--- config.mk ---
export PLATFORM = sky130hd
export DESIGN_NAME = cdiv_bit
export DESIGN_NICKNAME = d
export VERILOG_FILES = /design/src/hw/rtl/cdiv_pkg.sv /design/src/hw/rtl/cdiv_bit.sv
export SDC_FILE = /design/constraint.sdc
export NUM_CORES = 1
export LEC_CHECK = 0
export BUFFER_PORTS_ARGS = -buffer_cell sky130_fd_sc_hd__buf_2
export CORE_AREA = 5 5 153 155
export DETAILED_ROUTE_END_ITERATION = 8
export DIE_AREA = 0 0 158 160
export PLACE_DENSITY = 0.67
export SYNTH_ARGS = -nofsm -noshare
export SYNTH_HDL_FRONTEND = slang
export SYNTH_SLANG_ARGS = --single-unit
--- constraint.sdc ---
create_clock -name clk -period 0.8 [get_ports clk]
set_input_delay 0.12 -clock clk [delete_from_list [all_inputs] [get_ports clk]]
set_output_delay 0.12 -clock clk [all_outputs]
set_load 0.01 [all_outputs]
--- src/hw/rtl/cdiv_pkg.sv ---
// cdiv_pkg: shared types and constants for the complex divider
// holds the port item structs and the pipeline stage records; depends on nothing

package cdiv_pkg;

	// field width of every operand and quotient part
	localparam int DATA_W = 16;

	// start-to-done path: four front stages, one per quotient bit, one output stage
	localparam int LATENCY = DATA_W + 5;

	localparam logic [DATA_W-1:0] SAT_MAX = {1'b0, {(DATA_W-1){1'b1}}};
	localparam logic [DATA_W-1:0] SAT_MIN = {1'b1, {(DATA_W-1){1'b0}}};

	typedef struct packed {
		logic signed [DATA_W-1:0] num_re;
		logic signed [DATA_W-1:0] num_im;
		logic signed [DATA_W-1:0] den_re;
		logic signed [DATA_W-1:0] den_im;
	} in_t;

	typedef struct packed {
		logic signed [DATA_W-1:0] quot_re;
		logic signed [DATA_W-1:0] quot_im;
		logic                     zero_divisor;
		logic                     saturated;
	} out_t;

	// data that rides alongside the division untouched
	typedef struct packed {
		logic              zero_div;
		logic [DATA_W-1:0] pass_re;
		logic [DATA_W-1:0] pass_im;
	} side_t;

	// one quotient lane of the restoring divider
	typedef struct packed {
		logic                neg;
		logic                ovf;
		logic [2*DATA_W-1:0] rem;
		logic [DATA_W-1:0]   mbits;
		logic [DATA_W-1:0]   quo;
	} lane_t;

	typedef struct packed {
		side_t               side;
		logic [2*DATA_W-1:0] den;
		lane_t               re;
		lane_t               im;
	} stage_t;

endpackage

--- src/hw/rtl/cdiv_bit.sv ---
// cdiv_bit: one restoring-division step for both quotient lanes, registered
// depends on cdiv_pkg

module cdiv_bit (
	input  logic             clk,
	input  logic             arst_n,
	input  logic             prev_valid,
	input  cdiv_pkg::stage_t prev_stage,
	output logic             next_valid,
	output cdiv_pkg::stage_t next_stage
);

	localparam int W  = cdiv_pkg::DATA_W;
	localparam int PW = 2 * W;

	function automatic cdiv_pkg::lane_t step(cdiv_pkg::lane_t l, logic [PW-1:0] den);
		logic [PW:0]     t;
		logic [PW:0]     diff;
		logic            ge;
		cdiv_pkg::lane_t r;
		t       = {l.rem, l.mbits[W-1]};
		diff    = t - {1'b0, den};
		ge      = (t >= {1'b0, den});
		r       = l;
		r.rem   = ge ? diff[PW-1:0] : t[PW-1:0];
		r.mbits = {l.mbits[W-2:0], 1'b0};
		r.quo   = {l.quo[W-2:0], ge};
		return r;
	endfunction

	always_ff @(posedge clk or negedge arst_n) begin
		if (!arst_n) begin
			next_valid <= 1'b0;
		end else begin
			next_valid <= prev_valid;
		end
	end

	always_ff @(posedge clk) begin
		next_stage.side <= prev_stage.side;
		next_stage.den  <= prev_stage.den;
		next_stage.re   <= step(prev_stage.re, prev_stage.den);
		next_stage.im   <= step(prev_stage.im, prev_stage.den);
	end

endmodule

==> impl_metrics.json <==
{
  "endpoint_kind": "register",
  "async_reset_ff_share_pct": 0.510,
  "final-hold-violation-count": 1,
  "p_per_area_nw_per_um2": 1890,
  "dieArea_um2": 25300,
  "ys_seq_elements": 196,
  "synthTopCellsByCount": "dfxtp_1 (195), ha_1 (64), nand2_1 (64)",
  "hold_path_end": "next_stage[98]",
  "synth_compound_area_share_pct": 15.8,
  "drtPass1Iterations": 5,
  "worstHoldStart": "prev_stage[132]",
  "post-route-util_pct": 79.8,
  "crit_fanout": 6,
  "start_util_pct": 37.4,
  "syn_inst": 807,
  "route.detailed.drc": 0,
  "cts_made_buffers": 17,
  "fin_ws_ns": -1.53,
  "synthAdderAreaFrac_pct": 10.4,
  "drive_gt1_share_pct": 59.2,
  "violations": "negative hold slack, negative setup slack",
  "ant_nets": 0,
  "period_minus_slack_ns": 2.33,
  "syn_area_um2": 8100,
  "coreArea_um2": 21700,
  "drt-total-wl_um": 43100,
  "nets": 1913,
  "clock.fmax_mhz": 429,
  "max_stage_delay_ns": 0.30,
  "die_height_um": 160,
  "grt_use_total_pct": 29.1,
  "synth_top_family_by_area": "compound AO/OA/AOI/OAI gates",
  "crit_slowest_cell": "mux2_4",
  "dp_hpwl_um": 25400,
  "cts-htree-levels": 4,
  "path_cells": "buf_2, inv_2, ha_4, o211ai_1, a21oi_2, buf_4, o21ai_4, o21ai_4, o21ai_4, or3_4, a21oi_4, a2111oi_4, buf_6, clkbuf_16, mux2_4",
  "grt_pass1_vias": 10400,
  "syn_area_per_cell_um2": 10.0,
  "outcome": "finished with violations",
  "routabilityCongestion": 0.923,
  "synth_area_leader_cell": "dfxtp_1",
  "num_vias": 10000,
  "post_drt_wl_per_cell_um": 22.0,
  "place_area_um2": 12100,
  "cpMostUsedCell": "o21ai_4",
  "synth_mux_area_share_pct": 4.69,
  "cts_sinks": 196,
  "cts-root-buf": "clkbuf_16",
  "grt_overflow": 0,
  "die_width_um": 158,
  "ios": 398,
  "portBuffers": 393,
  "synthSimpleGateAreaFrac_pct": 10.3,
  "drtIter0Drc": 607,
  "cts_tree": "done",
  "via_per_inst": 5.13,
  "critPathKind": "in2reg",
  "slew_viol_final": 0,
  "path_clk_slew_ns": 0.09,
  "place_ws_ns": -2.21,
  "syn_to_final_growth_pct": 114,
  "relSlewSlack_pct": 58.0,
  "worstPathArrival_ns": 2.66,
  "hold_depth": 3,
  "yosysWarningCount": 0,
  "vdd.ir_drop.worst_mv": 1.55,
  "tightest_slew_ns": 0.613,
  "synth.most_common_cell": "dfxtp_1",
  "power_mw": 32.6,
  "holdWs_ns": -0.00333,
  "rows": 54,
  "yosysTopAreaCellShare_pct": 48.2,
  "hold_path.class": "in2reg",
  "grt_pass1_wl_um": 56900,
  "rsz0062_at_grt": "yes",
  "ys_top_cells_by_area": "dfxtp_1 (48%), ha_1 (9.9%), mux2_1 (3.8%)",
  "setup_viol": 262,
  "grt_start_max_net_pins": 23,
  "synth.distinct_cells": 57,
  "required_ns": 1.13,
  "cap_viol_max_count": 0,
  "p_leak_nw": 8.22,
  "synth-seq-area-share_pct": 48.5,
  "period_share_pct": 291,
  "max-clock-path-buffers": 2,
  "antenna_found_initial": 18,
  "synth_edf_count": 0,
  "num-fill-cells": 1192,
  "synthXorXnorAreaFrac_pct": 6.38,
  "design_area_um2": 17300,
  "cp-start-kind": "input port",
  "synth_flop_cell": "dfxtp_1"
}
## how the worst max path moves through the flow
stage | startpoint | to | slack [ns]
finish | prev_stage[134] | next_stage[48] | -1.53
global placement | prev_stage[31] | next_stage[48] | -2.15
floorplan | prev_stage[150] | next_stage[56] | -1.85
CTS | prev_stage[150] | next_stage[34] | -1.53
global route | prev_stage[146] | next_stage[129] | -1.64
detailed placement | prev_stage[144] | next_stage[54] | -2.21
## per-stage QoR
stage	hold slack [ns]	std cells	setup TNS [ns]
global placement	-0.106	1668	-129.73
detailed placement	-0.105	1668	-132.50
CTS	-0.0519	1929	-134.50
finish	-0.00333	1956	-135.46
floorplan	-0.176	808	-107.02
global route	-0.00714	1954	-146.29
## cell families (layout without fill, tap and decap cells)
family | Yosys count | count (layout)
fa+ha+maj | 66 | 66
compound gates | 202 | 202
simple gates | 173 | 173
other cells | 1 | 18
xor+xnor | 59 | 59
flops | 196 | 196
mux | 34 | 34
buf+inv | 76 | 928
## timing repair
action                                  4_1_cts  5_1_grt
endpoints found under the setup margin      262      262
hold buffers                                188        1
setup buffers                                36        9
gates resized for setup                     290      220
pin swaps                                    57       32
gates cloned                                  9        1
hold endpoints to repair                    188        1
## state kept, by name, summed over array words and instances (netlist names)
register and count:
next_valid 1, next_stage 195
## worst max-delay path, delay by kind of cell
family / cells / cell delay (ns)
fa+ha+maj: 1 / 0.22
mux: 1 / 0.30
simple gates: 1 / 0.17
compound gates: 7 / 1.06
buf+inv: 5 / 0.79
## area by class of cell
cell class              count  area [um^2]  area share [%]
diodes                     16         40.0           0.231
clock buffers              17          425            2.46
clock inverters            15          198            1.14
inverters                  49          249            1.44
multi-input cells         536         4760            27.5
flip-flops and latches    196         4100            23.7
well taps                 280          350            2.02
repair buffers            847         7180            41.5
## metal layers
| layer | up-vias | global-route usage, % | part of all wire (%) |
|---|---|---|---|
| met1 | 4746 | 30.4 | 34 |
| met4 | 8 | 17.8 | 7.0 |
| li1 | 4532 | - | - |
| met3 | 205 | 6.82 | 7.2 |
| met2 | 534 | 52.0 | 52 |
| met5 | - | 0 | 0.14 |
## power breakdown
| group | switching, mW | leakage, nW | internal, mW |
|---|---|---|---|
| clock | 4.87 | 0.302 | 4.33 |
| sequential | 0.553 | 1.66 | 11.0 |
| combinational | 5.21 | 6.26 | 6.65 |
| total | 10.6 | 8.22 | 22.0 |
## cells in the final DEF, fill, tap and decap left out, types with 16 or more instances in the layout
| cell type | instances |
|---|---|
| a21o_1 | 27 |
| a21oi_1 | 49 |
| buf_2 | 249 |
| buf_4 | 224 |
| buf_6 | 157 |
| clkbuf_16 | 18 |
| dfxtp_1 | 67 |
| dfxtp_2 | 125 |
| diode_2 | 16 |
| dlygate4sd3_1 | 189 |
| ha_1 | 38 |
| ha_4 | 24 |
| inv_1 | 33 |
| mux2_4 | 32 |
| nand2_1 | 40 |
| nand2_2 | 20 |
| nor2_1 | 30 |
| o21ai_0 | 20 |
| o21ai_1 | 16 |
| o21ai_2 | 21 |
| xnor2_1 | 28 |
| xor2_1 | 27 |
(Power assumes the default switching activity.)
