`src/hw/rtl/cdiv_pkg.sv`:
```
// cdiv_pkg: shared types and constants for the complex divider
// holds the port item structs and the pipeline stage records; depends on nothing

package cdiv_pkg;

	// field width of every operand and quotient part
	localparam int DATA_W = 16;

	// start-to-done path: four front stages, one per quotient bit, one output stage
	localparam int LATENCY = DATA_W + 5;

	localparam logic [DATA_W-1:0] SAT_MAX = {1'b0, {(DATA_W-1){1'b1}}};
	localparam logic [DATA_W-1:0] SAT_MIN = {1'b1, {(DATA_W-1){1'b0}}};

	typedef struct packed {
		logic signed [DATA_W-1:0] num_re;
		logic signed [DATA_W-1:0] num_im;
		logic signed [DATA_W-1:0] den_re;
		logic signed [DATA_W-1:0] den_im;
	} in_t;

	typedef struct packed {
		logic signed [DATA_W-1:0] quot_re;
		logic signed [DATA_W-1:0] quot_im;
		logic                     zero_divisor;
		logic                     saturated;
	} out_t;

	// data that rides alongside the division untouched
	typedef struct packed {
		logic              zero_div;
		logic [DATA_W-1:0] pass_re;
		logic [DATA_W-1:0] pass_im;
	} side_t;

	// one quotient lane of the restoring divider
	typedef struct packed {
		logic                neg;
		logic                ovf;
		logic [2*DATA_W-1:0] rem;
		logic [DATA_W-1:0]   mbits;
		logic [DATA_W-1:0]   quo;
	} lane_t;

	typedef struct packed {
		side_t               side;
		logic [2*DATA_W-1:0] den;
		lane_t               re;
		lane_t               im;
	} stage_t;

endpackage

```
`src/hw/rtl/cdiv_front.sv`:
```
// cdiv_front: products, sums, magnitudes and divider setup (four register stages)
// depends on cdiv_pkg

module cdiv_front #(
	parameter int FRAC_BITS = 12
) (
	input  logic                 clk,
	input  logic                 arst_n,
	input  logic                 start,
	input  cdiv_pkg::in_t        operand,
	output logic                 next_valid,
	output cdiv_pkg::stage_t     next_stage
);

	localparam int W  = cdiv_pkg::DATA_W;
	localparam int PW = 2 * W;
	localparam int MW = PW + FRAC_BITS;
	localparam int HW = W + FRAC_BITS;
	localparam int CW = (HW > PW) ? HW : PW;

	// stage 1: six products
	logic                 v_s1;
	logic signed [PW-1:0] ac_s1, bd_s1, bc_s1, ad_s1, cc_s1, dd_s1;
	cdiv_pkg::side_t      side_s1;

	// stage 2: numerators and divisor
	logic                 v_s2;
	logic signed [PW:0]   nre_s2, nim_s2;
	logic [PW-1:0]        den_s2;
	cdiv_pkg::side_t      side_s2;

	// stage 3: sign and magnitude
	logic                 v_s3;
	logic                 neg_re_s3, neg_im_s3;
	logic [PW-1:0]        mag_re_s3, mag_im_s3;
	logic [PW-1:0]        den_s3;
	cdiv_pkg::side_t      side_s3;

	function automatic cdiv_pkg::lane_t init_lane(logic neg, logic [PW-1:0] mag,
			logic [PW-1:0] den);
		logic [MW-1:0]   m;
		logic [HW-1:0]   hi;
		cdiv_pkg::lane_t l;
		m       = MW'(mag) << FRAC_BITS;
		hi      = m[MW-1:W];
		l.neg   = neg;
		l.ovf   = (CW'(hi) >= CW'(den));
		l.rem   = PW'(hi);
		l.mbits = m[W-1:0];
		l.quo   = '0;
		return l;
	endfunction

	always_ff @(posedge clk or negedge arst_n) begin
		if (!arst_n) begin
			v_s1       <= 1'b0;
			v_s2       <= 1'b0;
			v_s3       <= 1'b0;
			next_valid <= 1'b0;
		end else begin
			v_s1       <= start;
			v_s2       <= v_s1;
			v_s3       <= v_s2;
			next_valid <= v_s3;
		end
	end

	always_ff @(posedge clk) begin
		ac_s1            <= $signed(operand.num_re) * $signed(operand.den_re);
		bd_s1            <= $signed(operand.num_im) * $signed(operand.den_im);
		bc_s1            <= $signed(operand.num_im) * $signed(operand.den_re);
		ad_s1            <= $signed(operand.num_re) * $signed(operand.den_im);
		cc_s1            <= $signed(operand.den_re) * $signed(operand.den_re);
		dd_s1            <= $signed(operand.den_im) * $signed(operand.den_im);
		side_s1.zero_div <= (operand.den_re == '0) && (operand.den_im == '0);
		side_s1.pass_re  <= operand.num_re;
		side_s1.pass_im  <= operand.num_im;

		nre_s2  <= (PW+1)'(ac_s1) + (PW+1)'(bd_s1);
		nim_s2  <= (PW+1)'(bc_s1) - (PW+1)'(ad_s1);
		den_s2  <= $unsigned(cc_s1) + $unsigned(dd_s1);
		side_s2 <= side_s1;

		neg_re_s3 <= nre_s2[PW];
		neg_im_s3 <= nim_s2[PW];
		mag_re_s3 <= nre_s2[PW] ? PW'(-nre_s2) : PW'(nre_s2);
		mag_im_s3 <= nim_s2[PW] ? PW'(-nim_s2) : PW'(nim_s2);
		den_s3    <= den_s2;
		side_s3   <= side_s2;

		next_stage.side <= side_s3;
		next_stage.den  <= den_s3;
		next_stage.re   <= init_lane(neg_re_s3, mag_re_s3, den_s3);
		next_stage.im   <= init_lane(neg_im_s3, mag_im_s3, den_s3);
	end

endmodule

```
`config.mk`:
```
export PLATFORM = sky130hd
export DESIGN_NAME = cdiv_front
export DESIGN_NICKNAME = d
export VERILOG_FILES = /design/src/hw/rtl/cdiv_pkg.sv /design/src/hw/rtl/cdiv_front.sv
export SDC_FILE = /design/constraint.sdc
export NUM_CORES = 2
export LEC_CHECK = 0
export BUFFER_PORTS_ARGS = -buffer_cell sky130_fd_sc_hd__buf_2
export CAP_MARGIN = 20
export CORE_ASPECT_RATIO = 1.5
export CORE_MARGIN = 2
export CORE_UTILIZATION = 65
export DETAILED_ROUTE_END_ITERATION = 10
export PLACE_DENSITY = 0.9
export SYNTH_ARGS = -nofsm -noshare
export SYNTH_HDL_FRONTEND = slang
export SYNTH_SLANG_ARGS = --single-unit
```
`constraint.sdc`:
```
create_clock -name clk -period 3.4 [get_ports clk]
set_input_delay 0 -clock clk [delete_from_list [all_inputs] [get_ports clk]]
set_output_delay 0 -clock clk [all_outputs]
set_load 0.03 [all_outputs]
```
==> impl_summary.md, run 1 <==
Run status
The run ended at global routing (5_1_grt). The flow did not finish. The first error in the log reads "[ERROR GRT-0232] Routing congestion too high. Check the congestion heatmap in the GUI".

Yosys
The biggest area contributor in the post-synthesis netlist is sky130_fd_sc_hd__fa_1. After synthesis the netlist holds a flip-flop and latch count of 622. After technology mapping, the gate count stands at 7947. Averaged over all synthesized cells, the footprint is 9.65 um2.

By area the synthesized netlist is led by sky130_fd_sc_hd__fa_1 40%, sky130_fd_sc_hd__dfxtp_1 16%, sky130_fd_sc_hd__ha_1 11%. After synthesis the cells add up to 76700 um2. During synthesis, Yosys emitted a total of 0 warnings. The number of different library cells used by synthesis comes to 79. After synthesis, flip-flops and latches occupy 16.3% of the total area. The share of synthesized area in the top cell type comes to 39.6%. The most used flip-flop cell after synthesis is sky130_fd_sc_hd__dfxtp_1. For this run, asynchronously set or reset flops after synthesis account for 0.643%. Yosys mapped a number of flops with a built-in enable equal to 0.

Placed design
Summed over all nets, the half-perimeter wirelength after detailed placement is 192000 um. In this run the tool buffered the top-level ports with 200 buffer cells. At the end of routability-driven placement, the weighted congestion stood at 0.993.

Global routing
The global routing usage summed across all routing layers is 57.6%. The leftover overflow at the end of global routing is 8. The largest net degree at the start of global routing is 36.

Floorplan
The die width is 284 um. For this configuration, the core starts out at a cell density of 65.3%. The top-level port count is 265. The die extent in y is 425 um. The total number of placement rows is 154.

CTS
In this run the number of H-tree levels came out at 2. Clock tree synthesis found a total of 622 sinks. The number of clock buffers added by TritonCTS is 61. Clock tree synthesis selected as its root buffer the cell sky130_fd_sc_hd__clkbuf_16. In this run the deepest clock path goes through 3 buffers.
metrics by stage:
| step | instance area [um2] | std cells | utilization [%] | setup WS (ps) |
|---|---|---|---|---|
| CTS | 94200 | 10719 | 80.3 | -1850 |
| detailed placement | 88600 | 10474 | 75.5 | -2830 |
| floorplan | 79900 | 8010 | - | -2180 |
| global placement | 88600 | 10474 | 75.5 | -2630 |
cell families after synthesis:
group	count (synthesis)	share of synthesized area (%)
multiplexers	2	0.0261
AO/OA/AOI/OAI	706	6.01
XOR/XNOR	366	4.18
buffers and inverters	2211	11.1
AND/OR/NAND/NOR	1853	11.9
flip-flops	622	16.3
adder cells (fa/ha/maj)	2186	50.5
other	1	0.00489
layer usage:
| layer | GRT overflow | GRT usage (%) |
|---|---|---|
| met2 | 3 | 78.7 |
| met3 | 1 | 41.0 |
| met5 | 0 | 20.0 |
| met1 | 0 | 53.0 |
| met4 | 4 | 58.6 |
synthesized netlist by cell type (5+ instances only):
cell,instances
sky130_fd_sc_hd__a31o_2,19
sky130_fd_sc_hd__o21ai_0,128
sky130_fd_sc_hd__inv_1,1876
sky130_fd_sc_hd__and2_1,582
sky130_fd_sc_hd__buf_4,65
sky130_fd_sc_hd__a311o_1,5
sky130_fd_sc_hd__a211oi_1,21
sky130_fd_sc_hd__o31ai_1,24
sky130_fd_sc_hd__nor2_1,256
sky130_fd_sc_hd__dfxtp_1,618
sky130_fd_sc_hd__nor3_1,45
sky130_fd_sc_hd__buf_1,6
sky130_fd_sc_hd__nor2b_1,39
sky130_fd_sc_hd__nor4_1,14
sky130_fd_sc_hd__xor2_1,66
sky130_fd_sc_hd__o21bai_1,30
sky130_fd_sc_hd__clkbuf_1,261
sky130_fd_sc_hd__ha_1,670
sky130_fd_sc_hd__o21a_1,38
sky130_fd_sc_hd__a31oi_1,16
sky130_fd_sc_hd__a221oi_1,5
sky130_fd_sc_hd__o211ai_1,14
sky130_fd_sc_hd__o41ai_1,8
sky130_fd_sc_hd__nand2b_1,48
sky130_fd_sc_hd__a2111oi_0,10
sky130_fd_sc_hd__nand3_1,40
sky130_fd_sc_hd__xnor2_1,300
sky130_fd_sc_hd__nand2_1,732
sky130_fd_sc_hd__fa_1,1516
sky130_fd_sc_hd__or2_2,13
sky130_fd_sc_hd__a21o_1,120
sky130_fd_sc_hd__o31a_1,8
sky130_fd_sc_hd__and3_1,20
sky130_fd_sc_hd__or4_1,6
sky130_fd_sc_hd__a21oi_1,210
sky130_fd_sc_hd__a211o_1,8
sky130_fd_sc_hd__nand4_1,22
sky130_fd_sc_hd__or3_1,14
repair_timing:
action | CTS
setup endpoints to repair | 153
pin swaps | 276
endpoints found under the hold margin | 40
hold buffers | 39
setup buffers | 88
cloned | 16
gates resized for setup | 491
==> run 2: changes to the inputs <==
Settings changed: CORE_ASPECT_RATIO 1.5 to not set, CORE_UTILIZATION 65 to 40, PLACE_DENSITY 0.9 to not set, PLACE_DENSITY_LB_ADDON set to 0.15.
==> impl_summary.md, run 2 <==
Run status
The flow ran to the end, but the final reports show violations. The final reports fail on negative setup slack.

Floorplan
The die width is 442 um (+55%). The total number of placement rows is 160 (+3.9%). The total area inside the core boundary comes to 190000 um2. The initial standard-cell utilization of the core is 40.3% (-25 points). The top-level port count is 265 (unchanged). The die outline area is 195000 um2.

The die extent in y is 442 um (+4.0%).

Timing
Timing would allow up to 197 MHz. The transition time at the pin with the least slew margin is 831 ps. Across all setup checks in the final design, the least slack found is -1660 ps. Subtracting the final worst setup slack from the clock period gives 5060 ps. The setup clock skew after layout is 43.2 ps. The number of hold violations in the final report is 0. Setup violations remaining at the end of the flow were counted as 146.

The total negative setup slack is -164210 ps. Of the available clock period, the critical path in the final layout requires 149%. The number of max-slew violations in the final report is 0. Measured against its own limit, the worst slew margin works out to 44.2%. Setup repair after global routing could not meet its margin everywhere.

Critical path
STA puts the critical path data required time at 4000 ps. The arrival time at the worst endpoint is 5670 ps. In this run the worst path has a maximum fanout of 9.

The setup slack on the worst flop-to-flop path is 40 ps. The critical path startpoint category is a primary input. The critical path is of the primary input to flip-flop type. The worst setup path is captured at a flip-flop.

Yosys
The total standard cell area after synthesis is 76700 um2 (unchanged). The synthesized area divided by synthesized cell count is 9.65 um2 (unchanged). The most used flip-flop cell after synthesis is sky130_fd_sc_hd__dfxtp_1. The area share of the leading cell type in the synthesized netlist is 39.6% (unchanged). The distinct cell type count of the synthesized netlist was 79 (unchanged). The sequential cell area fraction in the yosys report was 16.3% (unchanged). The dominant cell by count in the synthesized netlist is sky130_fd_sc_hd__inv_1. Ranked by total cell area, the synthesized netlist is headed by sky130_fd_sc_hd__fa_1 40%, sky130_fd_sc_hd__dfxtp_1 16%, sky130_fd_sc_hd__ha_1 11%. By count the netlist is led by 1876 x sky130_fd_sc_hd__inv_1, 1516 x sky130_fd_sc_hd__fa_1, 732 x sky130_fd_sc_hd__nand2_1, 670 x sky130_fd_sc_hd__ha_1, 618 x sky130_fd_sc_hd__dfxtp_1. The register bit total from synthesis is 622 (unchanged).

The total number of yosys warnings is 0 (unchanged). The async set-reset flop share out of synthesis is 0.643% (unchanged). The number of synthesized flops with an enable pin is 0 (unchanged). The post-synthesis instance total is 7947 (unchanged). Of all cell types, the one taking the most synthesized area is sky130_fd_sc_hd__fa_1.

Global routing
The global-route wire length before repair is 355000 um. The leftover overflow at the end of global routing is 0. The largest net degree at the start of global routing is 38. The number of antenna violations at the first check in global routing is 28. The via count of the first global-routing pass is 62075. The global routing usage summed across all routing layers is 23.6%.

CTS
The depth of the CTS H-tree is 3 (+1). TritonCTS built the clock tree. The maximum buffer depth of the clock tree is 3 (unchanged). The clock insertion delay at the later pin of the skew report is 720 ps. The clock buffer count from CTS is 74 (+21%). The clock transition at the registers of the reported paths is 60 ps. The root buffer cell chosen for the clock tree is sky130_fd_sc_hd__clkbuf_16. The number of sinks driven by the clock tree is 622 (unchanged).

Layout
Counting flops per register, the top entry is next_stage. The register with the most flip-flops in the layout has 133 of them. The most common library cell in the layout ignoring fill and taps is sky130_fd_sc_hd__inv_1.

The total non-filler cell area in the finished layout is 98400 um2. The final net count is 11494. The share of post-route cells with drive strength above 1 is 25.4%. The library cells used most frequently in the layout, excluding fill and tap cells, are 1763 x sky130_fd_sc_hd__inv_1, 1422 x sky130_fd_sc_hd__fa_1, 1029 x sky130_fd_sc_hd__buf_4.

Relative to the synthesized area, the layout overhead comes to 28.3%.

Routing
The detailed-routed wire length on met3 is 12300 um. After detailed routing, the met2 layer carries 108000 um of wire. Summed over all layers, the routed wires come to 225000 um. The highest metal layer used by the detailed router is met5. The remaining number of nets flagged by the antenna check after routing is 0. The number of search-and-repair iterations in the first detailed-routing pass is 6. The first-iteration detailed-routing DRC count is 2580.

The via count is 56225. The routed length per instance is 19.0 um. Using the TritonRoute via totals, the vias-per-cell ratio works out to 4.76.

For this run, design rule violations remaining after detail routing come to 0. After detailed routing, the wire length on met1 is 96900 um.

Worst hold path
The tightest min-delay check is of the primary input to flip-flop type.

Placed design
The placed wire-length estimate is 187000 um (-2.6%). The standard cell area after detailed placement is 90200 um2 (+1.8%). The number of port buffers is 200 (unchanged).

The final RePlAce weighted congestion is 0.874 (-12%).

Flow run
The number of max-capacitance violations reported is 0.
## run 2: cell counts after synthesis
Identical to the previous run, type by type.
## run 2: per-layer routing
metal | up-vias | GRT usage (%)
li1 | 26220 | -
met1 | 28532 | 30.6
met2 | 1167 | 40.4
met3 | 290 | 3.88
met4 | 16 | 6.91
met5 | - | 0
## run 2: what timing repair did
item,4_1_cts,5_1_grt
pin swaps,255,339
endpoints found under the setup margin,158,159
gates resized for setup,501,333
setup buffers,96,86
hold buffers,49,0
hold endpoints to repair,47,0
cloned,12,5
## run 2: layout make-up
type / instances / area (um2)
Tap cell: 2511 / 3140
Clock inverter: 48 / 724
Timing Repair Buffer: 1488 / 13100
Fill cell: 17494 / 92000
Clock buffer: 87 / 2020
Inverter: 1878 / 7070
Antenna cell: 9 / 22.5
Multi-Input combinational cell: 5177 / 59800
Sequential cell: 622 / 12500
## run 2: critical path, cell delays in order
cell,delay (ps)
sky130_fd_sc_hd__buf_6,120
sky130_fd_sc_hd__buf_12,140
sky130_fd_sc_hd__buf_4,140
sky130_fd_sc_hd__and2_1,170
sky130_fd_sc_hd__fa_2,460
sky130_fd_sc_hd__fa_1,520
sky130_fd_sc_hd__fa_1,580
sky130_fd_sc_hd__fa_2,450
sky130_fd_sc_hd__fa_1,490
sky130_fd_sc_hd__inv_1,50
sky130_fd_sc_hd__fa_1,470
sky130_fd_sc_hd__inv_1,40
sky130_fd_sc_hd__ha_2,180
sky130_fd_sc_hd__a211oi_4,230
sky130_fd_sc_hd__or4b_4,480
sky130_fd_sc_hd__o22a_1,260
sky130_fd_sc_hd__a41o_1,210
sky130_fd_sc_hd__nor3_2,210
sky130_fd_sc_hd__o21bai_1,100
sky130_fd_sc_hd__a21oi_1,160
sky130_fd_sc_hd__xnor2_1,190
## run 2: final timing paths
check / start / endpoint / cells after the start
hold / removal: operand[32] / side_s1[0] / 2
max in group asynchronous: arst_n / v_s2 / 3
setup / recovery: operand[55] / ac_s1[30] / 21
hold reg to reg: side_s1[2] / side_s2[2] / 0
min in group asynchronous: arst_n / v_s1 / 3
setup reg to reg: dd_s1[3] / den_s2[24] / 12
## run 2: through the flow
| step | hold WS [ps] | worst slack [ps] | cells | utilization, % |
|---|---|---|---|---|
| floorplan | -296 | -2180 | 8010 | - |
| global route | 25.1 | -1820 | 11812 | 51.7 |
| CTS | 0.542 | -1610 | 11736 | 50.7 |
| finish | 64.7 | -1660 | 11820 | 51.7 |
| global placement | -197 | -2720 | 11459 | 47.4 |
| detailed placement | -192 | -2730 | 11459 | 47.4 |
## run 2: cells by family after synthesis
kind of cell,Yosys count,share of synthesized area (%)
DFF,622,16.3
xor gates and xnor gates,366,4.18
muxes,2,0.0261
AOI/OAI and AO/OA,706,6.01
buffers and inverters,2211,11.1
and+or+nand+nor,1853,11.9
other,1,0.00489
adders and majority gates,2186,50.5
Power of run 2 is left out: the tool's default activity adds up to more than one toggle a clock period on the data nets, which glitch-free logic cannot reach.
