==> src/hw/rtl/cdiv_pkg.sv <==
// cdiv_pkg: shared types and constants for the complex divider
// holds the port item structs and the pipeline stage records; depends on nothing

package cdiv_pkg;

	// field width of every operand and quotient part
	localparam int DATA_W = 16;

	// start-to-done path: four front stages, one per quotient bit, one output stage
	localparam int LATENCY = DATA_W + 5;

	localparam logic [DATA_W-1:0] SAT_MAX = {1'b0, {(DATA_W-1){1'b1}}};
	localparam logic [DATA_W-1:0] SAT_MIN = {1'b1, {(DATA_W-1){1'b0}}};

	typedef struct packed {
		logic signed [DATA_W-1:0] num_re;
		logic signed [DATA_W-1:0] num_im;
		logic signed [DATA_W-1:0] den_re;
		logic signed [DATA_W-1:0] den_im;
	} in_t;

	typedef struct packed {
		logic signed [DATA_W-1:0] quot_re;
		logic signed [DATA_W-1:0] quot_im;
		logic                     zero_divisor;
		logic                     saturated;
	} out_t;

	// data that rides alongside the division untouched
	typedef struct packed {
		logic              zero_div;
		logic [DATA_W-1:0] pass_re;
		logic [DATA_W-1:0] pass_im;
	} side_t;

	// one quotient lane of the restoring divider
	typedef struct packed {
		logic                neg;
		logic                ovf;
		logic [2*DATA_W-1:0] rem;
		logic [DATA_W-1:0]   mbits;
		logic [DATA_W-1:0]   quo;
	} lane_t;

	typedef struct packed {
		side_t               side;
		logic [2*DATA_W-1:0] den;
		lane_t               re;
		lane_t               im;
	} stage_t;

endpackage

==> src/hw/rtl/cdiv_sat.sv <==
// cdiv_sat: clipping, sign restore and zero-divisor bypass into the result register
// depends on cdiv_pkg

module cdiv_sat (
	input  logic             clk,
	input  logic             arst_n,
	input  logic             prev_valid,
	input  cdiv_pkg::stage_t prev_stage,
	output logic             done,
	output cdiv_pkg::out_t   result
);

	localparam int W = cdiv_pkg::DATA_W;

	logic         over_re, over_im;
	logic [W-1:0] q_re, q_im;

	// quotient too large for the signed range (one more allowed when negative)
	function automatic logic too_big(cdiv_pkg::lane_t l);
		return l.ovf || (l.quo[W-1] && (!l.neg || (l.quo[W-2:0] != '0)));
	endfunction

	function automatic logic [W-1:0] finish(cdiv_pkg::lane_t l, logic over);
		logic [W-1:0] mag;
		mag = over ? (l.neg ? cdiv_pkg::SAT_MIN : cdiv_pkg::SAT_MAX) : l.quo;
		return l.neg ? W'(-mag) : mag;
	endfunction

	always_comb begin
		over_re = too_big(prev_stage.re);
		over_im = too_big(prev_stage.im);
		q_re    = finish(prev_stage.re, over_re);
		q_im    = finish(prev_stage.im, over_im);
	end

	always_ff @(posedge clk or negedge arst_n) begin
		if (!arst_n) begin
			done <= 1'b0;
		end else begin
			done <= prev_valid;
		end
	end

	always_ff @(posedge clk) begin
		if (prev_stage.side.zero_div) begin
			result.quot_re   <= prev_stage.side.pass_re;
			result.quot_im   <= prev_stage.side.pass_im;
			result.saturated <= 1'b0;
		end else begin
			result.quot_re   <= q_re;
			result.quot_im   <= q_im;
			result.saturated <= over_re || over_im;
		end
		result.zero_divisor <= prev_stage.side.zero_div;
	end

endmodule

==> config.mk <==
export PLATFORM = sky130hd
export DESIGN_NAME = cdiv_sat
export DESIGN_NICKNAME = d
export VERILOG_FILES = /design/src/hw/rtl/cdiv_pkg.sv /design/src/hw/rtl/cdiv_sat.sv
export SDC_FILE = /design/constraint.sdc
export NUM_CORES = 1
export LEC_CHECK = 0
export BUFFER_PORTS_ARGS = -buffer_cell sky130_fd_sc_hd__buf_2
export CORE_MARGIN = 5
export CORE_UTILIZATION = 25
export DETAILED_ROUTE_END_ITERATION = 16
export SLEW_MARGIN = 20
export SYNTH_ARGS = -nofsm -noshare
export SYNTH_HDL_FRONTEND = slang
export SYNTH_SLANG_ARGS = --single-unit
export TNS_END_PERCENT = 20
==> constraint.sdc <==
create_clock -name clk -period 1.1 [get_ports clk]
set_clock_uncertainty 0.15 [all_clocks]
set_input_delay 0.11 -clock clk [delete_from_list [all_inputs] [get_ports clk]]
set_output_delay 0.11 -clock clk [all_outputs]
set_load 0.05 [all_outputs]
==> metrics.md, run 1 <==
| Metric | Value |
|---|---|
| Total power | between 4000 and 5000 µW |
| Fin nets | 714 |
| Chip width | 106 µm |
| Final setup margin | -0.989 ns |
| Crit Path Category | input pin to register |
| Row count | 34 |
| Area grow syn2layout | 103% |
| Detailed Route Iter0 Violations | between 100 and 150 |
| First-pass GRT wire length | 15.8 mm |
| Pre-CTS setup slack | -1.41 ns |
| Syn_area_per_cell | between 7 and 8 µm² |
| Yosys top cell by area | dfxtp_1 |
| Relative slew slack | 72.6% |
| Synth top area cells | dfxtp_1 30%, a21oi_1 5.3%, o31ai_1 4.9%, nand2_1 4.4%, a221oi_1 3.1% |
| Total die area | 11,100 µm² |
| Seq/Total Area, Yosys | 30.9% |
| Synthesized cell area | ~2300 µm² |
| Pint | 2790 µW |
| Die Y | 106 µm |
| Failing checks | setup timing |
| Worst slew pin tran | 0.400 ns |
| Worst hold start | prev_stage[185] |
| Crit-path max FO | 7 |
| Starting Density | 25.9% |
| Total routed wirelength | 9.98 mm |
| Outcome | finished with violations |
| Non-Filler Instances | 621 |
| Worst EP arrival | 2.16 ns |
| Max Clk Rate | roughly 480 MHz |
| Clock transition at path regs | 0.07 ns |
| Sw Share | 36.3% |
| Critical Path Source Type | input pin |
| Antenna-violating nets left | 0 |
| Total GRT Usage | between 10% and 20% |
| Core area | around 9000 µm² |
| Slew Viols, Final | 0 |
| Share of the synthesized area in the top cell type | 29.8% |
| Router iterations before antenna repair | 5 |
| Most frequent cell after synthesis | dfxtp_1 |
| RSZ-0062 raised after global routing | true |
| Root Buffer | clkbuf_8 |
| Vias | ~3,100 |
| Clock share of power | 24.4% |
| Min cycle time layout | ~2.1 ns |
| H-tree depth | 2 |
| Largest net degree at the start of global routing | 30 |
| VDD IR max | around 0.00045 V |
| EDFF count, synth | 0 |
| PortBufs | 106 |
| Hold path cells | 3 |
| Final instance area | 4630 µm² |
| Placer Congestion | 0.862 |
| Detail Placement HPWL | just over 7 mm |
| Comb power frac | 42.8% |
| Post-route DRC | 0 |
| Initial antenna violation count | 1 |
| DR vias/cell | 5.03 |
| CTS tree | done |
| Ports | 235 |
| LEAKAGE | 0.00204 µW |
| Post-synth cell types | 57 |
| WL/cell | 16.1 µm |
| Commonest cells post-synth | 34 x dfxtp_1, 27 x nand2_1, 24 x a21oi_1 |
| Asr flop ratio synth | 2.86% |
| Inserted Diodes | 0 |
| Post-Place Cell Area | around 3600 µm² |
| Hold WC Path Type | input pin to register |
| Vias in the first global route | 3,171 |
| Sum Neg Setup Slack | -22.19 ns |
| Setup violators final | 33 |
| Clock Sinks | 35 |
| Ys Warns | 0 |
| Max cap viols | 0 |
| CTS Buffer Depth | 2 |
| Placed cells | between 500 and 600 |
| Net Sw Power | 1590 µW |
| Synth Net Count | 489 |
| Hold endpoint | result[23] |
| Reg power frac | 32.7% |
| Gr ovfl total | 0 |
| Period utilization | 190% |
| Critical path endpoint category | register |
| Synth Flop Type | dfxtp_1 |
| Final Hold Fails | 0 |
| Cells after synthesis | 287 |
| CTS buffer count | 5 |
| Cell area power density | roughly 940 nW/µm² |
| Synth Register Bits | 35 |
| Layout cell share with drive strength beyond 1 | 54.6% |
| Critical Path RT | 1.17 ns |
==> layer usage <==
| layer | vias up | part of all wire, % | track usage, % |
|---|---|---|---|
| met5 | - | 0.11 | 0 |
| met4 | 2 | 1.2 | 4.16 |
| met3 | 12 | 6.9 | 4.16 |
| met2 | 113 | 44 | 26.1 |
| met1 | 1462 | 47 | 24.7 |
| li1 | 1537 | - | - |
==> how the worst max path moves through the flow <==
stage              startpoint  cells past startpoint    endpoint
4_1_cts        prev_stage[73]                     10  result[30]
6_report       prev_stage[73]                     11  result[32]
3_3_place_gp   prev_stage[73]                     10  result[26]
2_1_floorplan  prev_stage[73]                      9  result[26]
5_1_grt        prev_stage[73]                     10  result[20]
3_5_place_dp   prev_stage[73]                     10  result[30]
==> registers in the layout (all words and copies together), names as in the netlist <==
register	cells
result	34
done	1
==> cells in the final DEF, fill, tap and decap left out, types with 6 or more instances in the layout <==
cell / synthesis / final
buf_4: 1 / 105
buf_2: 2 / 64
dlygate4sd3_1: 0 / 32
buf_6: 0 / 30
dfxtp_1: 34 / 30
nand2_1: 27 / 24
nor2_1: 18 / 18
inv_1: 17 / 16
a21oi_1: 24 / 16
o31ai_1: 15 / 10
nor3_1: 12 / 9
clkbuf_8: 0 / 7
or3_1: 9 / 6
a221oi_2: 0 / 6
o21ai_1: 1 / 6
==> repair_timing <==
item / 4_1_cts / 5_1_grt
pin swaps: 25 / 20
setup endpoints to repair: 68 / 45
resized for setup: 95 / 46
hold endpoints to repair: 31 / 0
buffers inserted: 11 / 4
hold buffers: 32 / 0
==> through the flow <==
| stage | hold WS (ns) | util (%) |
|---|---|---|
| 6_report | 0.00285 | 52.6 |
| 5_1_grt | 0.00384 | 52.6 |
| 4_1_cts | 0.00369 | 50.0 |
| 3_5_place_dp | -0.265 | 40.5 |
| 3_3_place_gp | -0.266 | 40.5 |
| 2_1_floorplan | -0.336 | - |
==> power by group through the flow <==
stage / clock [µW] / combinational [µW] / sequential, µW
after floorplan: 0 / 411 / 1860
after global placement: 0 / 1460 / 1450
after detailed placement: 0 / 1460 / 1440
after CTS: 1110 / 1770 / 1420
after global routing: 1180 / 2000 / 1450
final: 1070 / 1880 / 1430
==> cells by family (layout without fill, tap and decap cells) <==
| logic type | after synthesis | after routing | share of synthesized area (%) |
|---|---|---|---|
| fa+ha+maj | 2 | 2 | 1.10 |
| buf+inv | 33 | 259 | 5.70 |
| flops | 35 | 35 | 30.9 |
| simple gates | 107 | 107 | 26.8 |
| xor+xnor | 6 | 6 | 2.30 |
| mux | 5 | 5 | 2.30 |
| compound gates | 99 | 99 | 30.8 |
==> layout make-up <==
type,instances,area [µm²]
timing repair buffer,234,1820
clock buffer,8,100
fill,838,4170
multi-input combinational,219,1810
tap,108,135
sequential,35,711
inverter,17,63.8
==> critical path, stage by stage <==
cell,delay (ns)
buf_6,0.09
or3_4,0.39
nor4_4,0.28
a21o_1,0.25
a21oi_2,0.08
ha_2,0.23
o21ai_4,0.14
buf_6,0.16
a211oi_2,0.03
a211o_1,0.28
a21oi_2,0.11
(Power assumes the default switching activity.)
==> run 2, diff against run 1 <==
Settings changed: SLEW_MARGIN 20 to not set.
Clock period 1.1 ns to 2.05 ns, I/O delays scaled along.
==> metrics.md, run 2 (synthesis gave the netlist of run 1 again) <==
| Metric | Value |
|---|---|
| Chip width | 106 µm |
| Worst slew pin tran | about 0.47 ns |
| Router iterations before antenna repair | 4 |
| RSZ-0062 raised after global routing | true |
| Placed cells | 558 |
| Vias in the first global route | 3,014 |
| Cell area power density | 544 nW/µm² |
| CTS buffer count | 5 |
| Clock transition at path regs | roughly 0.07 ns |
| Root Buffer | clkbuf_8 |
| Initial antenna violation count | 0 |
| Fin nets | 684 |
| Final core utilization | 44.8% |
| Row count | 34 |
| Critical path endpoint category | register |
| Hold Slack | 0.00604 ns |
| Final Hold Fails | 0 |
| Die Y | 106 µm |
| Detail Placement HPWL | 7.15 mm |
| Largest regs | result (34), done (1) |
| Largest net degree at the start of global routing | 30 |
| Top reg by flops | result |
| Period utilization | 109% |
| DR vias/cell | 5.08 |
| Clock Sinks | 35 |
| Vias | 3,001 |
| Slew Viols, Final | 0 |
| CTS Buffer Depth | 2 |
| Gr ovfl total | 0 |
| Area grow syn2layout | 72.7% |
| Largest register FFs | 34 |
| Total routed wirelength | 9.41 mm |
| Total power | 2140 µW |
| Setup violators final | 12 |
| Critical Path RT | roughly 2.1 ns |
| Ports | between 200 and 250 |
| Layout cell share with drive strength beyond 1 | 47.6% |
| Starting Density | about a quarter |
| Total die area | 11,100 µm² |
| Failing checks | setup timing |
| Crit Path Category | input pin to register |
| Max Clk Rate | 447 MHz |
| Hold WC Path Type | input pin to register |
| Antenna-violating nets left | 0 |
| Non-Filler Instances | around 600 |
| Worst EP arrival | 2.32 ns |
| Sum Neg Setup Slack | -1.40 ns |
| Crit-path max FO | 3 |
| VDD IR max | 0.000246 V |
| Commonest non-fill, non-tap cell in the layout | buf_2 |
| PortBufs | 106 |
| Relative slew slack | 68.4% |
| Most frequent cells in the layout | 103 x buf_2, 80 x buf_4, 34 x dfxtp_1 |
| Core area | between 8000 and 9000 µm² |
| Max cap viols | 0 |
| First-pass GRT wire length | 15.1 mm |
| CTS tree | done |
| Detailed Route Iter0 Violations | 225 |
| Outcome | finished with violations |
| Final setup margin | -0.189 ns |
| Critical Path Source Type | input pin |
| Total GRT Usage | 16.5% |
| Inserted Diodes | 0 |
| Post-route DRC | 0 |
| H-tree depth | 2 |
| LEAKAGE | 0.00178 µW |
| Layout fillers | 868 |
| Min cycle time layout | 2.24 ns |
| WL/cell | 15.9 µm |
| Placer Congestion | 0.923 |
run 2: report_power, final:
part           switching [µW]  total (µW)  internal, µW
Clock                     263         535           272
Combinational             523         849           326
Sequential               17.8         761           743
run 2: worst max-delay path, cell delays in order:
cell	delay, ns
buf_6	0.09
or3_4	0.40
nor4_4	0.25
buf_4	0.18
a21o_1	0.17
a21oi_2	0.09
ha_2	0.23
o21a_1	0.16
xnor2_1	0.15
a221oi_2	0.27
a21o_1	0.12
run 2: area by class of cell:
cell class                      instances  area [µm²]  area share, %
Clock buffer                            7        86.3           2.19
Clock inverter                          1        5.00          0.127
Inverter                               17        63.8           1.62
Multi-Input combinational cell        219        1610           40.9
Sequential cell                        35         706           17.9
Tap cell                              108         135           3.43
Timing Repair Buffer                  204        1330           33.8
run 2: per-stage QoR:
stage          worst slack, ns  area, µm²
2_1_floorplan           -0.252       2360
3_3_place_gp            -0.436       3490
3_5_place_dp            -0.562       3490
4_1_cts                 -0.222       3870
5_1_grt                 -0.229       3940
6_report                -0.189       3940
run 2: final timing paths:
path / start / endpoint / slack [ns] / cells past startpoint
worst max-delay path: prev_stage[75] / result[22] / -0.19 / 11
min in group asynchronous: arst_n / done / 0.07 / 2
worst min-delay path: prev_stage[175] / result[13] / 0.006 / 3
max in group asynchronous: arst_n / done / 1.60 / 2
run 2: routing by layer:
layer / global-route usage (%) / vias up / routed length [µm]
li1: - / 1485 / -
met1: 24.7 / 1368 / 4540
met2: 24.4 / 140 / 4060
met3: 3.48 / 8 / 730
met4: 3.42 / 0 / 82
met5: 0 / - / 0
run 2: repair_timing:
item | 4_1_cts | 5_1_grt
hold endpoints to repair | 18 | 0
cloned | 0 | 0
setup endpoints to repair | 14 | 18
setup buffers | 5 | 2
pin swaps | 17 | 4
hold buffers | 18 | 0
gates resized for setup | 15 | 10
==> run 3, diff against run 2 <==
Settings changed: CTS_BUF_LIST set to sky130_fd_sc_hd__clkbuf_4 sky130_fd_sc_hd__clkbuf_8.
==> metrics.md, run 3 (synthesis gave the netlist of run 1 again) <==
| Metric | Value |
|---|---|
| Chip width | 106 µm |
| CP peak stage delay | 0.40 ns |
| CTS tree | done |
| Min cycle time layout | 2.25 ns |
| Slew Viols, Final | 0 |
| PortBufs | 106 |
| Net Sw Power | 805 µW |
| Gr ovfl total | 0 |
| CTS Buffer Depth | 2 |
| Vias in the first global route | 3,002 |
| Layout fillers | 864 |
| Layout cell share with drive strength beyond 1 | between 40% and 50% |
| Max Clk Rate | 445 MHz |
| Register area | 706 µm² |
| Largest register FFs | 34 |
| Placed cells | between 500 and 600 |
| Largest regs | result (34), done (1) |
| Inserted Diodes | 0 |
| Total routed wirelength | 9.44 mm |
| Max cap viols | 0 |
| Hold WC Path Type | input pin to register |
| Antenna-violating nets left | 0 |
| WL/cell | 16.0 µm |
| Area grow syn2layout | 73.3% |
| Total GRT Usage | 16.5% |
| Commonest non-fill, non-tap cell in the layout | buf_2 |
| CP dominant cell by count | buf_6 |
| Relative slew slack | 64.8% |
| Clock Sinks | 35 |
| Outcome | finished with violations |
| Die Y | 106 µm |
| CTS buffer count | 5 |
| Placer Congestion | ~0.92 |
| Final instance area | 3960 µm² |
| Final setup margin | -0.197 ns |
| Crit Path Category | input pin to register |
| CP max-delay cell | or3_4 |
| Worst slew pin tran | 0.526 ns |
| Clock share of power | roughly a quarter |
| Initial antenna violation count | 0 |
| Period utilization | 110% |
| Cell area power density | 546 nW/µm² |
| H-tree depth | 2 |
| VDD IR max | between 0.0002 and 0.00025 V |
| Critical Path Source Type | input pin |
| LEAKAGE | 0.00179 µW |
| Pint | 1360 µW |
| Most frequent cells in the layout | 103 x buf_2, 80 x buf_4, 34 x dfxtp_1 |
| RSZ-0062 raised after global routing | true |
| First-pass GRT wire length | roughly 15 mm |
| Sw Share | 37.3% |
| Critical path endpoint category | register |
| Router iterations before antenna repair | 5 |
| Failing checks | setup timing |
| Non-Filler Instances | around 590 |
| Root Buffer | clkbuf_8 |
| Largest net degree at the start of global routing | 30 |
| Core area | 8810 µm² |
| Vias | 3,020 |
| DR vias/cell | 5.10 |
| Ports | 235 |
| Post-Place Cell Area | 3490 µm² |
| Area of the multi-input gates | 1610 µm² |
| Fin nets | between 600 and 700 |
| Crit-path max FO | 7 |
| Final core utilization | 44.9% |
| Sum Neg Setup Slack | -1.33 ns |
| Post-route DRC | 0 |
| Starting Density | 25.9% |
| Reg power frac | 35.2% |
| Total die area | between 10,000 and 15,000 µm² |
| Detailed Route Iter0 Violations | 186 |
| Total power | between 2000 and 2500 µW |
| Row count | 34 |
| Cells along the critical path | buf_6 > or3_4 > nor4_4 > buf_4 > a21o_1 > a21oi_2 > ha_2 > o21ai_4 > buf_6 > a211oi_2 > a211o_1 > a21oi_1 |
| Final Hold Fails | 0 |
| Worst EP arrival | 2.31 ns |
| Detail Placement HPWL | 7.15 mm |
| Setup violators final | 11 |
| Clock transition at path regs | 0.07 ns |
| Comb power frac | 39.4% |
| Critical Path RT | between 2 and 2.5 ns |
| Top reg by flops | result |
-- run 3: cell types whose count changed in the layout (fill, tap and decap cells not counted), sizes merged --
cell and delta:
dlygate4sd3 +1
-- run 3: timing repair --
item | 4_1_cts | 5_1_grt
hold endpoints to repair | 19 | 0
buffers inserted | 5 | 2
endpoints found under the setup margin | 14 | 18
gates resized for setup | 15 | 10
hold buffers | 19 | 0
pin swaps | 17 | 5
-- run 3: path summary, 6_finish.rpt --
check | slack, ns | start | cells past startpoint | to
min in group asynchronous | 0.07 | arst_n | 2 | done
worst min-delay path | 0.01 | prev_stage[180] | 3 | result[18]
worst max-delay path | -0.20 | prev_stage[75] | 12 | result[32]
max in group asynchronous | 1.60 | arst_n | 2 | done
-- run 3: layout make-up --
cell class,instances,share of cell area (%)
well taps,108,3.41
clock inverters,1,0.126
repair buffers,205,34.0
clock buffers,7,2.28
flip-flops and latches,35,17.8
multi-input cells,219,40.8
inverters,17,1.61
-- run 3: power groups by stage --
| stage | clock network (µW) | logic (µW) | registers, µW |
|---|---|---|---|
| after CTS | 582 | 828 | 762 |
| after detailed placement | 0 | 772 | 776 |
| final | 549 | 850 | 761 |
| after global routing | 602 | 909 | 768 |
| after floorplan | 0 | 220 | 1000 |
| after global placement | 0 | 766 | 778 |
-- run 3: layer usage --
layer | routed length, µm | up-vias | global-route usage, %
li1 | - | 1480 | -
met4 | 70 | 0 | 3.42
met5 | 0 | - | 0
met3 | 801 | 6 | 3.48
met1 | 4480 | 1382 | 24.8
met2 | 4090 | 152 | 24.2
-- run 3: worst max-delay path, delay by kind of cell --
kind            cells  cell delay [ns]
buf+inv             3             0.41
fa+ha+maj           1             0.23
compound gates      6             0.80
simple gates        2             0.65
-- run 3: metrics by stage --
| stage | hold slack, ns | worst slack, ns |
|---|---|---|
| floorplan | -0.241 | -0.252 |
| global placement | -0.171 | -0.436 |
| detailed placement | -0.169 | -0.562 |
| CTS | 0.00000250 | -0.222 |
| global route | 0.0252 | -0.229 |
| finish | 0.00986 | -0.197 |
